===== config.mk =====
export PLATFORM = sky130hd
export DESIGN_NAME = trapezoid_move_profile_top
export DESIGN_NICKNAME = d
export VERILOG_FILES = /design/src/tmp_pkg.sv /design/src/trapezoid_move_profile_top.sv
export SDC_FILE = /design/constraint.sdc
export NUM_CORES = 2
export LEC_CHECK = 0
export ABC_AREA = 1
export BUFFER_PORTS_ARGS = -buffer_cell sky130_fd_sc_hd__buf_2
export CAP_MARGIN = 20
export CORE_MARGIN = 2
export CORE_UTILIZATION = 55
export CTS_BUF_LIST = sky130_fd_sc_hd__clkbuf_8
export DETAILED_ROUTE_END_ITERATION = 10
export MAX_ROUTING_LAYER = met4
export PLACE_DENSITY = 0.8
export SYNTH_ARGS = -nofsm -noshare
export SYNTH_HDL_FRONTEND = slang
export SYNTH_SLANG_ARGS = --single-unit

===== constraint.sdc =====
create_clock -name aclk -period 12.9 [get_ports aclk]
set_clock_uncertainty 0.15 [all_clocks]
set_input_delay 1.29 -clock aclk [delete_from_list [all_inputs] [get_ports aclk]]
set_output_delay 1.29 -clock aclk [all_outputs]
set_load 0.05 [all_outputs]

===== src/tmp_pkg.sv =====
// ============================================================================
// Trapezoid move profile package
// Shared codes, field widths and the result record of the move generator.
// ============================================================================
package tmp_pkg;

    // Fixed field widths.
    localparam int LIM_W   = 15;           // speed_limit
    localparam int LSQ_W   = 2 * LIM_W;    // speed_limit squared
    localparam int ACC_W   = 10;           // accel_rate register
    localparam int STEP_W  = 16;           // speed_step register
    localparam int CMD_W   = 16;           // speed_cmd
    localparam int PHASE_W = 2;

    // Result stream payload: speed_cmd and phase, padded to whole bytes.
    localparam int M_DATA_W = ((CMD_W + PHASE_W + 7) / 8) * 8;

    // Command kinds carried in the input tuser bit.
    localparam logic CMD_START = 1'b0;
    localparam logic CMD_TICK  = 1'b1;

    // Move phases.
    localparam logic [PHASE_W-1:0] PH_IDLE = 2'd0;
    localparam logic [PHASE_W-1:0] PH_ACC  = 2'd1;
    localparam logic [PHASE_W-1:0] PH_CRU  = 2'd2;
    localparam logic [PHASE_W-1:0] PH_DEC  = 2'd3;

    // Register indexes, taken from paddr[2].
    localparam logic REG_ACCEL = 1'b0;
    localparam logic REG_STEP  = 1'b1;

    // Reset values of the registers.
    localparam logic [ACC_W-1:0]  ACCEL_RST = 10'd200;
    localparam logic [STEP_W-1:0] STEP_RST  = 16'd512;

    typedef struct packed {
        logic               aborted;
        logic               move_done;
        logic [PHASE_W-1:0] phase;
        logic [CMD_W-1:0]   speed_cmd;
    } tmp_result_t;

endpackage


===== src/trapezoid_move_profile_top.sv =====
// ============================================================================
// Trapezoid move profile generator
// Single-axis trapezoidal speed profile, stepped once per input item.
// ============================================================================
//
//  Channel   Direction  Handshake               Contents
//  --------  ---------  ----------------------  ---------------------------------
//  s_axis    in         tvalid / tready         start or tick item, one per cycle while ready
//  m_axis    out        tvalid / tready         one result item per input item
//  apb       in         psel / penable / pready accel_rate (0x0), speed_step (0x4)
//
// For every accepted item, the input fields and the profile state feed one
// level of logic (three narrow multipliers and their compares) whose outcome is
// written into the state and into the result or skid register when accepted.
// A new item is accepted in every cycle while the result side keeps up.
// When the result consumer stalls, one further item lands in a skid register;
// s_axis_tready drops only while that skid register is full.
// Reset is synchronous and active low; it clears the profile to idle and loads
// the register defaults. There is no clearing pass after reset.
//
module trapezoid_move_profile_top #(
    parameter int POS_BITS  = 24,
    parameter int FRAC_BITS = 8
) (
    input  logic                      aclk,
    input  logic                      aresetn,

    // Input items.
    input  logic                      s_axis_tvalid,
    output logic                      s_axis_tready,
    // tdata, from bit 0: target, abs_mode, speed_limit, measured_position,
    // move_enable, then zero fill to whole bytes.
    input  logic [((2*POS_BITS+tmp_pkg::LIM_W+2+7)/8)*8-1:0] s_axis_tdata,
    // tuser: command (0 start a move, 1 one tick).
    input  logic                      s_axis_tuser,

    // Result items.
    output logic                      m_axis_tvalid,
    input  logic                      m_axis_tready,
    // tdata, from bit 0: speed_cmd, phase, then zero fill.
    output logic [tmp_pkg::M_DATA_W-1:0] m_axis_tdata,
    // tlast: move_done.
    output logic                      m_axis_tlast,
    // tuser: aborted.
    output logic                      m_axis_tuser,

    // Configuration port.
    input  logic                      psel,
    input  logic                      penable,
    input  logic                      pwrite,
    input  logic [2:0]                paddr,
    input  logic [31:0]               pwdata,
    output logic [31:0]               prdata,
    output logic                      pready
);
    import tmp_pkg::*;

    localparam int SP_W   = POS_BITS + 1;         // start and end positions
    localparam int D_W    = POS_BITS + 2;         // position differences
    localparam int TWOA_W = ACC_W + 2;            // 2*accel, signed
    localparam int PR_W   = D_W + TWOA_W;         // distance times 2*accel
    localparam int SPD_W  = LIM_W + FRAC_BITS + 1;
    localparam int TGT_LO = 0;
    localparam int ABS_B  = POS_BITS;
    localparam int LIM_LO = POS_BITS + 1;
    localparam int POS_LO = POS_BITS + LIM_W + 1;
    localparam int EN_B   = 2 * POS_BITS + LIM_W + 1;

    // ------------------------------------------------------------------
    // Configuration registers
    // ------------------------------------------------------------------
    logic [ACC_W-1:0]  accel_reg;
    logic [STEP_W-1:0] step_reg;
    logic              cfg_wr;

    assign pready = 1'b1;
    assign cfg_wr = psel & penable & pwrite & pready;

    always_ff @(posedge aclk) begin
        if (!aresetn) begin
            accel_reg <= ACCEL_RST;
            step_reg  <= STEP_RST;
        end else if (cfg_wr) begin
            case (paddr[2])
                REG_ACCEL: accel_reg <= pwdata[ACC_W-1:0];
                REG_STEP:  step_reg  <= pwdata[STEP_W-1:0];
                default:   accel_reg <= accel_reg;
            endcase
        end
    end

    always_comb begin
        case (paddr[2])
            REG_ACCEL: prdata = {{(32-ACC_W){1'b0}}, accel_reg};
            REG_STEP:  prdata = {{(32-STEP_W){1'b0}}, step_reg};
            default:   prdata = '0;
        endcase
    end

    // ------------------------------------------------------------------
    // Profile state
    // ------------------------------------------------------------------
    logic [PHASE_W-1:0]      phase_reg,  phase_next;
    logic [SPD_W-1:0]        speed_reg,  speed_next;
    logic signed [SP_W-1:0]  start_reg,  start_next;
    logic signed [SP_W-1:0]  end_reg,    end_next;
    logic                    down_reg,   down_next;
    logic [LIM_W-1:0]        limit_reg,  limit_next;
    logic [LSQ_W-1:0]        lsq_reg,    lsq_next;
    logic signed [CMD_W-1:0] cmd_reg,    cmd_next;

    // Input field views.
    logic                       in_start;
    logic signed [POS_BITS-1:0] in_target;
    logic                       in_abs;
    logic [LIM_W-1:0]           in_limit;
    logic signed [POS_BITS-1:0] in_pos;
    logic                       in_en;

    // Handshake.
    logic        in_acc;
    logic        out_take;
    tmp_result_t res;
    tmp_result_t out_reg;
    tmp_result_t skid_reg;
    logic        out_valid_reg;
    logic        skid_valid_reg;

    assign in_start  = (s_axis_tuser == CMD_START);
    assign in_target = s_axis_tdata[TGT_LO +: POS_BITS];
    assign in_abs    = s_axis_tdata[ABS_B];
    assign in_limit  = s_axis_tdata[LIM_LO +: LIM_W];
    assign in_pos    = s_axis_tdata[POS_LO +: POS_BITS];
    assign in_en     = s_axis_tdata[EN_B];

    assign s_axis_tready = ~skid_valid_reg;
    assign in_acc        = s_axis_tvalid & s_axis_tready;
    assign out_take      = out_valid_reg & m_axis_tready;

    // ------------------------------------------------------------------
    // One tick of the profile
    // ------------------------------------------------------------------
    // A start item first replaces the move state with the new move, then the
    // same item runs as a tick. Tests fall through accelerate, cruise and
    // decelerate in order within one tick.
    logic signed [SP_W-1:0]   pos_sp;
    logic signed [SP_W-1:0]   new_end;
    logic [PHASE_W-1:0]       e_phase;
    logic [SPD_W-1:0]         e_speed;
    logic signed [SP_W-1:0]   e_start;
    logic signed [SP_W-1:0]   e_end;
    logic                     e_down;
    logic [LIM_W-1:0]         e_limit;
    logic [LSQ_W-1:0]         e_lsq;
    logic signed [CMD_W-1:0]  e_cmd;
    logic signed [D_W-1:0]    pos_d;
    logic signed [D_W-1:0]    rem_raw;
    logic signed [D_W-1:0]    trav_raw;
    logic signed [D_W-1:0]    rem;
    logic signed [D_W-1:0]    trav;
    logic signed [D_W-1:0]    two_pos;
    logic signed [D_W-1:0]    pos_sum;
    logic signed [TWOA_W-1:0] twoa;
    logic signed [PR_W-1:0]   acc_prod;
    logic signed [PR_W-1:0]   cru_prod;
    logic signed [PR_W-1:0]   lsq_ext;
    logic                     mid_ok;
    logic                     acc_ok;
    logic                     cru_ok;
    logic                     dec_ok;
    logic [SPD_W:0]           spd_sum;
    logic [SPD_W:0]           spd_cap;
    logic [SPD_W-1:0]         spd_up;
    logic [SPD_W-1:0]         spd_down;
    logic [SPD_W-1:0]         step_ext;
    logic                     handled;
    logic                     stop;
    logic                     stop_ab;
    logic                     set_cmd;
    logic signed [CMD_W-1:0]  mag;

    always_comb begin
        pos_sp  = SP_W'(in_pos);
        new_end = in_abs ? SP_W'(in_target) : pos_sp + SP_W'(in_target);

        if (in_start) begin
            e_phase = PH_ACC;
            e_speed = '0;
            e_start = pos_sp;
            e_end   = new_end;
            e_down  = (new_end < pos_sp);
            e_limit = in_limit;
            e_lsq   = LSQ_W'(in_limit) * LSQ_W'(in_limit);
            e_cmd   = '0;
        end else begin
            e_phase = phase_reg;
            e_speed = speed_reg;
            e_start = start_reg;
            e_end   = end_reg;
            e_down  = down_reg;
            e_limit = limit_reg;
            e_lsq   = lsq_reg;
            e_cmd   = cmd_reg;
        end

        // Distances along the direction of travel.
        pos_d    = D_W'(in_pos);
        rem_raw  = D_W'(e_end) - pos_d;
        trav_raw = pos_d - D_W'(e_start);
        rem      = e_down ? -rem_raw  : rem_raw;
        trav     = e_down ? -trav_raw : trav_raw;
        two_pos  = pos_d <<< 1;
        pos_sum  = D_W'(e_start) + D_W'(e_end);
        mid_ok   = e_down ? (two_pos > pos_sum) : (two_pos < pos_sum);

        // Braking distance limit^2 / (2*accel), compared by cross-multiplying.
        twoa     = $signed({1'b0, accel_reg, 1'b0});
        acc_prod = PR_W'(trav) * PR_W'(twoa);
        cru_prod = PR_W'(rem) * PR_W'(twoa);
        lsq_ext  = $signed({{(PR_W-LSQ_W){1'b0}}, e_lsq});

        acc_ok = (acc_prod < lsq_ext) && mid_ok;
        cru_ok = (cru_prod > lsq_ext);
        dec_ok = (e_speed != '0) && (rem > 0);

        step_ext = SPD_W'(step_reg);
        spd_sum  = {1'b0, e_speed} + {1'b0, step_ext};
        spd_cap  = {2'b00, e_limit, {FRAC_BITS{1'b0}}};
        spd_up   = (spd_sum > spd_cap) ? spd_cap[SPD_W-1:0] : spd_sum[SPD_W-1:0];
        spd_down = (e_speed > step_ext) ? e_speed - step_ext : '0;

        phase_next = e_phase;
        speed_next = e_speed;
        handled    = 1'b0;
        stop       = 1'b0;
        stop_ab    = 1'b0;
        set_cmd    = 1'b0;

        if (phase_next == PH_ACC) begin
            if (acc_ok) begin
                handled = 1'b1;
                if (!in_en) begin
                    stop    = 1'b1;
                    stop_ab = 1'b1;
                end else begin
                    speed_next = spd_up;
                    set_cmd    = 1'b1;
                end
            end else begin
                phase_next = PH_CRU;
            end
        end
        if (!handled && phase_next == PH_CRU) begin
            if (cru_ok) begin
                handled = 1'b1;
                if (!in_en) begin
                    stop    = 1'b1;
                    stop_ab = 1'b1;
                end
            end else begin
                phase_next = PH_DEC;
            end
        end
        if (!handled && phase_next == PH_DEC) begin
            if (dec_ok && in_en) begin
                speed_next = spd_down;
                set_cmd    = 1'b1;
            end else begin
                // Normal end when the decelerate test fails, abort otherwise.
                stop    = 1'b1;
                stop_ab = dec_ok;
            end
        end

        mag = CMD_W'(speed_next[SPD_W-1:FRAC_BITS]);
        if (stop || phase_next == PH_IDLE) begin
            phase_next = PH_IDLE;
            speed_next = '0;
            cmd_next   = '0;
        end else if (set_cmd) begin
            cmd_next = e_down ? -mag : mag;
        end else begin
            cmd_next = e_cmd;
        end

        start_next = e_start;
        end_next   = e_end;
        down_next  = e_down;
        limit_next = e_limit;
        lsq_next   = e_lsq;

        res.speed_cmd = cmd_next;
        res.phase     = phase_next;
        res.move_done = stop;
        res.aborted   = stop_ab;
    end

    always_ff @(posedge aclk) begin
        if (!aresetn) begin
            phase_reg <= PH_IDLE;
            speed_reg <= '0;
            start_reg <= '0;
            end_reg   <= '0;
            down_reg  <= 1'b0;
            limit_reg <= '0;
            lsq_reg   <= '0;
            cmd_reg   <= '0;
        end else if (in_acc) begin
            phase_reg <= phase_next;
            speed_reg <= speed_next;
            start_reg <= start_next;
            end_reg   <= end_next;
            down_reg  <= down_next;
            limit_reg <= limit_next;
            lsq_reg   <= lsq_next;
            cmd_reg   <= cmd_next;
        end
    end

    // ------------------------------------------------------------------
    // Result register with one skid entry
    // ------------------------------------------------------------------
    // The skid entry fills only while the result register is held, so the
    // input side can take one further item past a stall.
    always_ff @(posedge aclk) begin
        if (!aresetn) begin
            out_valid_reg  <= 1'b0;
            skid_valid_reg <= 1'b0;
        end else if (!out_valid_reg || out_take) begin
            if (skid_valid_reg) begin
                out_valid_reg  <= 1'b1;
                skid_valid_reg <= 1'b0;
            end else begin
                out_valid_reg <= in_acc;
            end
        end else if (in_acc) begin
            skid_valid_reg <= 1'b1;
        end
    end

    always_ff @(posedge aclk) begin
        if (!out_valid_reg || out_take) begin
            out_reg <= skid_valid_reg ? skid_reg : res;
        end
        if (in_acc && out_valid_reg && !out_take) begin
            skid_reg <= res;
        end
    end

    assign m_axis_tvalid = out_valid_reg;
    assign m_axis_tdata  = {{(M_DATA_W-CMD_W-PHASE_W){1'b0}}, out_reg.phase,
                            out_reg.speed_cmd};
    assign m_axis_tlast  = out_reg.move_done;
    assign m_axis_tuser  = out_reg.aborted;

endmodule


# Yosys cells after proc, flatten, opt, wreduce, memory -nomap -nowiden

Cells that the tools add are included.

Multiplexer cells: 50
$add $sub $neg: 9
Equal/unequal tests: 3
Reduce and logical (&&, ||, !) cells: 18
$lt $le $gt $ge: 8
Bitwise gates (word level): 7
Multiply operators: 3

Operators with widths:

| cell                                                            | number |
|---|---|
| two-way mux 24 bit                                              | 9 |
| two-way mux 25 bit                                              | 3 |
| multiplier 26 x 11 -> 37 bit                                    | 2 |
| two-way mux 16 bit                                              | 4 |
| case mux 32 bit (2 select lines)                                | 1 |
| two-way mux 26 bit                                              | 2 |
| negation 26 bit                                                 | 2 |
| greater-than comparator 38 x 31 -> 1 bit                        | 1 |
| less-than comparator 38 x 31 -> 1 bit                           | 1 |
| multiplier 15 x 15 -> 30 bit                                    | 1 |
| two-way mux 30 bit                                              | 1 |
| adder 25 x 25 -> 26 bit                                         | 1 |
| greater-than comparator 25 x 26 -> 1 bit                        | 1 |
| greater-than comparator 26 x 1 -> 1 bit (second input constant) | 1 |
| less-than comparator 25 x 26 -> 1 bit                           | 1 |
| subtractor 24 x 25 -> 26 bit                                    | 1 |
| subtractor 25 x 24 -> 26 bit                                    | 1 |
| adder 24 x 16 -> 25 bit                                         | 1 |
| adder 24 x 24 -> 25 bit                                         | 1 |
| greater-than comparator 25 x 23 -> 1 bit                        | 1 |
| less-than comparator 25 x 24 -> 1 bit                           | 1 |
| greater-than comparator 24 x 16 -> 1 bit                        | 1 |
| nonzero test 24 bit                                             | 1 |
| subtractor 24 x 16 -> 24 bit                                    | 1 |
| other kinds (15)                                                | 58 |

Word-level logic and storage cells: 118
Register bits after elaboration: 206
Output and inout port bits: 61
Input bits: 115

# Depth between registers and ports, before layout

Depth after elaboration: 21
Gate-level depth with buffers: 97
Mapped depth without buffers: 93

# Least setup slack after synthesis

No wires, ideal clock.

Kind: in2reg
Start: in s_axis_tdata[2] in the netlist's numbering
End: reg out_reg, in the netlist m_axis_tdata[6] (data pin)
Buffers on the path: 6
Cell stages on the path: 87
Arrival: 13.156 ns
Library setup time: 0.265 ns
Data required time: 12.485 ns
Setup slack: -0.671 ns
Cell sequence: ha_1 > nand3_1 > and2_1 > o21ai_0 > inv_1 > o21ai_0 > nand3_1 > nand2_1 > nand3_1 > nand2_1 > inv_1 > o21ai_0 > a21oi_1 > o21bai_1 > inv_1 > o21ai_0 > nand3_1 > nand2_1 > [51 not listed] > nor2_1 > nand4_1 > nand2_1 > nand3_1 > nor2_4 > buf_2 > mux2i_1 > nand2_2 > nand2_2 > ha_1 > nand3_1 > nor2_1 > nand2_1 > nand2_4 > xor2_1 > nand2_1 > nand3_1 > o21ai_1

Longest elaborated chain between the ends: 21
Elaborated cells between the ends (all ways): 57
Those cells by class: add/sub (5); mul (2); order compare (6); eq/ne (2); mux (33); reduce/logical (9)

Ends and longest elaborated chain:

| element                                                                           | line                              | text |
|---|---|---|
| start: declaration                                                                | trapezoid_move_profile_top.sv:33  | `input logic [((2*POS_BITS+tmp_pkg::LIM_W+2+7)/8)*8-1:0] s_axis_tdata,` |
| adder 24 x 24 -> 25 bit                                                           | trapezoid_move_profile_top.sv:184 | `new_end = in_abs ? SP_W'(in_target) : pos_sp + SP_W'(in_target);` |
| two-way mux 25 bit (*)                                                            | trapezoid_move_profile_top.sv:184 |  |
| branches (longest 17 deep; another with greater-than comparator 38 x 31 -> 1 bit) | n/a                               |  |
| two-way mux 16 bit (*)                                                            | trapezoid_move_profile_top.sv:276 | `if (stop \|\| phase_next == PH_IDLE) begin` |
| two-way mux 20 bit (*)                                                            | trapezoid_move_profile_top.sv:343 | `out_reg <= skid_valid_reg ? skid_reg : res;` |
| end signal: assignment                                                            | trapezoid_move_profile_top.sv:343 |  |
| end: declaration                                                                  | trapezoid_move_profile_top.sv:124 | `tmp_result_t out_reg;` |

Every way passes the cells marked *.
A chain may end at the register's enable or synchronous reset.

# Worst setup path after layout

Start: in s_axis_tdata[2] in the netlist's numbering
End: reg out_reg, in the netlist m_axis_tdata[15] (data pin)

The elaborated chain is that of the path after synthesis.

==> results.cfg <==
[die]
core_mm2 = 0.0854
io_pins = 176
start_util = 0.556
placementRows = 107
die_w_um = 298
dieArea_mm2 = 0.0888
die_h_um = 298

[clock_tree]
cts_buffer_depth = 3
cts_made_buffers = 41
clk_pin_slew_worst_paths_ps = 60
clock_latency_ps = 640
cts_root_buffer = clkbuf_8
cts_tree = done
htree_levels = 2
cts_hold_buffers = 0
cts_sinks = 206

[timing]
setup_viol = 9
fin_ws_ps = -104
hold_viol = 0
period_needed_ps = 13000
slew_violations = 0
clock.fmax_ghz = 0.0769
setup_tns_ps = -317
period_share = 1.01
grt_setup_unrepaired = true
worst_pin_slew_ps = 1200
relSlewSlack = 0.193

[setup_path]
cp_slowest_cell = fa_2
reg2reg_slack_ps = 1450
cp_max_fo = 6
r2r-end = m_axis_tdata[15]$_DFFE_PP_
crit_top_cell = nand2_2
critPathRequiredTime_ps = 13120
r2r_cells = 70
worst_setup_path_start_kind = primary input
crit_path_max_incr_delay_ps = 580
critPathKind = in2reg
cp-end-kind = flop
r2r-start = start_reg[0]$_SDFFE_PN0P_
worstPathArrival_ps = 13220

[detailed_routing]
num_vias = 47700
wl_per_cell_um = 17.6
postRouteAntennaNets = 0
drc = 0
first_pass_iters = 8
via_per_inst = 5.45
routed_wl_mm = 154
drtIter0Drc = 4027

[hold_path]
whs_path_depth = 2
holdPathEnd = start_reg[5]$_SDFFE_PN0P_
min-delay-start = start_reg[5]$_SDFFE_PN0P_
hold_path_class = reg2reg

[yosys]
yosysWarningCount = 0
synth_edf_count = 40
ys.flop_type = dfxtp_1
netlist_instances = 6859
synth_top_area_share = 0.250
ys_top_cells_by_area = fa_1 (25%), ha_1 (13%), nand2_1 (12%)
synth_area_mm2 = 0.0475
async_reset_ff_frac = 0
seq_area_frac_synth = 0.0952
ys_types = 64
ys_seq_elements = 206
yosys.area.top_type = fa_1
synth_area_per_cell_um2 = 6.93

[status]
status = complete, but fails checks
violations = negative setup slack

[placed_design]
portBuffers = 127
hpwl_mm = 123
gp_congestion = 1.05

[grt]
track_usage = 0.340
grt_max_degree = 123
overflow = 0
antenna_found_initial = 4
grt_pass1_wl_mm = 236
grt_pass1_vias = 46200

[final_layout]
largest_reg_flops = 30
drive_above_1_share = 0.206
fin_nets = 8778
syn2layout_area_growth_pct = 21.4

[run]
drv_cap = 0
-- metrics by stage --
stage | instances | setup slack [ps] | hold slack (ps) | util | area, µm²
after floorplan | 6880 | 21.3 | 279 | - | 47700
after global placement | 8568 | -1110 | 288 | 0.628 | 53600
after detailed placement | 8570 | -1390 | 295 | 0.628 | 53600
after CTS | 8665 | 6.20 | 304 | 0.644 | 55000
after global routing | 8738 | -658 | 317 | 0.675 | 57700
final | 8740 | -104 | 303 | 0.676 | 57700
-- cell type report --
type | count | area, µm²
inverter | 1485 | 5620
multi-input combinational | 4963 | 38700
clock inverter | 25 | 185
sequential | 206 | 4530
antenna | 5 | 12.5
tap | 1144 | 1430
clock buffer | 48 | 661
fill | 7126 | 27700
timing repair buffer | 864 | 6570
-- critical path, delay by kind of cell --
family                     cells  cell delay [ps]
xor gates and xnor gates       1              140
and+or+nand+nor               42             4210
AOI/OAI and AO/OA             18             2300
buffers and inverters         18             1600
adders and majority gates      9             3640
-- synth_stat cells, types with 14 or more instances --
master,count
a21o_1,21
a21oi_1,476
a31oi_1,23
buf_4,28
clkbuf_1,173
dfxtp_1,166
edfxtp_1,40
fa_1,593
ha_1,509
inv_1,1443
inv_2,34
nand2_1,1537
nand2_2,46
nand3_1,230
nand4_1,80
nor2_1,547
nor2_2,29
nor3_1,46
o211ai_1,16
o21ai_0,396
o21ai_1,36
o21bai_1,19
or2_2,14
xnor2_1,49
xor2_1,150
-- cells in the final DEF (no fill, tap or decap), types with 10 or more instances in the layout --
cell type and instances:
a21o_1 21, a21oi_1 420, a21oi_2 50, a31oi_1 19
buf_12 11, buf_2 122, buf_4 694, buf_6 27
clkbuf_8 48, conb_1 23, dfxtp_1 162, edfxtp_1 40
fa_1 566, fa_2 27, ha_1 461, ha_4 43
inv_1 1386, inv_2 94, nand2_1 1419, nand2_2 142
nand2_4 26, nand3_1 196, nand3_2 35, nand4_1 80
nor2_1 501, nor2_2 64, nor2_4 16, nor3_1 37
nor3_2 10, o211ai_1 16, o21a_1 12, o21ai_0 345
o21ai_1 54, o21ai_2 35, o21bai_1 17, or2_2 12
xnor2_1 48, xor2_1 141, xor2_2 10
-- logic make-up after synthesis --
group,share of synthesized area
AO/OA/AOI/OAI,0.119
XOR/XNOR,0.0370
adder cells (fa/ha/maj),0.384
buffers and inverters,0.139
flip-flops,0.0952
multiplexers,0.000211
other,0.000158
AND/OR/NAND/NOR,0.227
-- per-layer routing --
| metal | track usage | part of all wire | vias up |
|---|---|---|---|
| li1 | - | - | 22600 |
| met1 | 0.450 | 0.42 | 22700 |
| met2 | 0.551 | 0.47 | 1971 |
| met3 | 0.0389 | 0.079 | 401 |
| met4 | 0.0983 | 0.038 | 0 |
| met5 | - | 0 | - |
-- worst max-delay path by stage --
stage,start,endpoint,slack [ps],depth (start not counted)
2_1_floorplan,s_axis_tdata[2],m_axis_tdata[6]$_DFFE_PP_,20,87
3_3_place_gp,s_axis_tdata[2],m_axis_tdata[6]$_DFFE_PP_,-1110,81
3_5_place_dp,s_axis_tdata[2],m_axis_tdata[6]$_DFFE_PP_,-1390,80
4_1_cts,s_axis_tdata[2],m_axis_tdata[6]$_DFFE_PP_,6,88
5_1_grt,s_axis_tdata[40],m_axis_tdata[15]$_DFFE_PP_,-660,91
6_report,s_axis_tdata[2],m_axis_tdata[15]$_DFFE_PP_,-100,88
-- what timing repair did --
item,4_1_cts,5_1_grt
cloned,2,5
buffers inserted,20,63
setup endpoints to repair,72,82
resized for setup,90,561
pin swaps,40,267
Power is not shown: default switching activity piles up to over one toggle a cycle in this logic, so the estimate is an artifact.
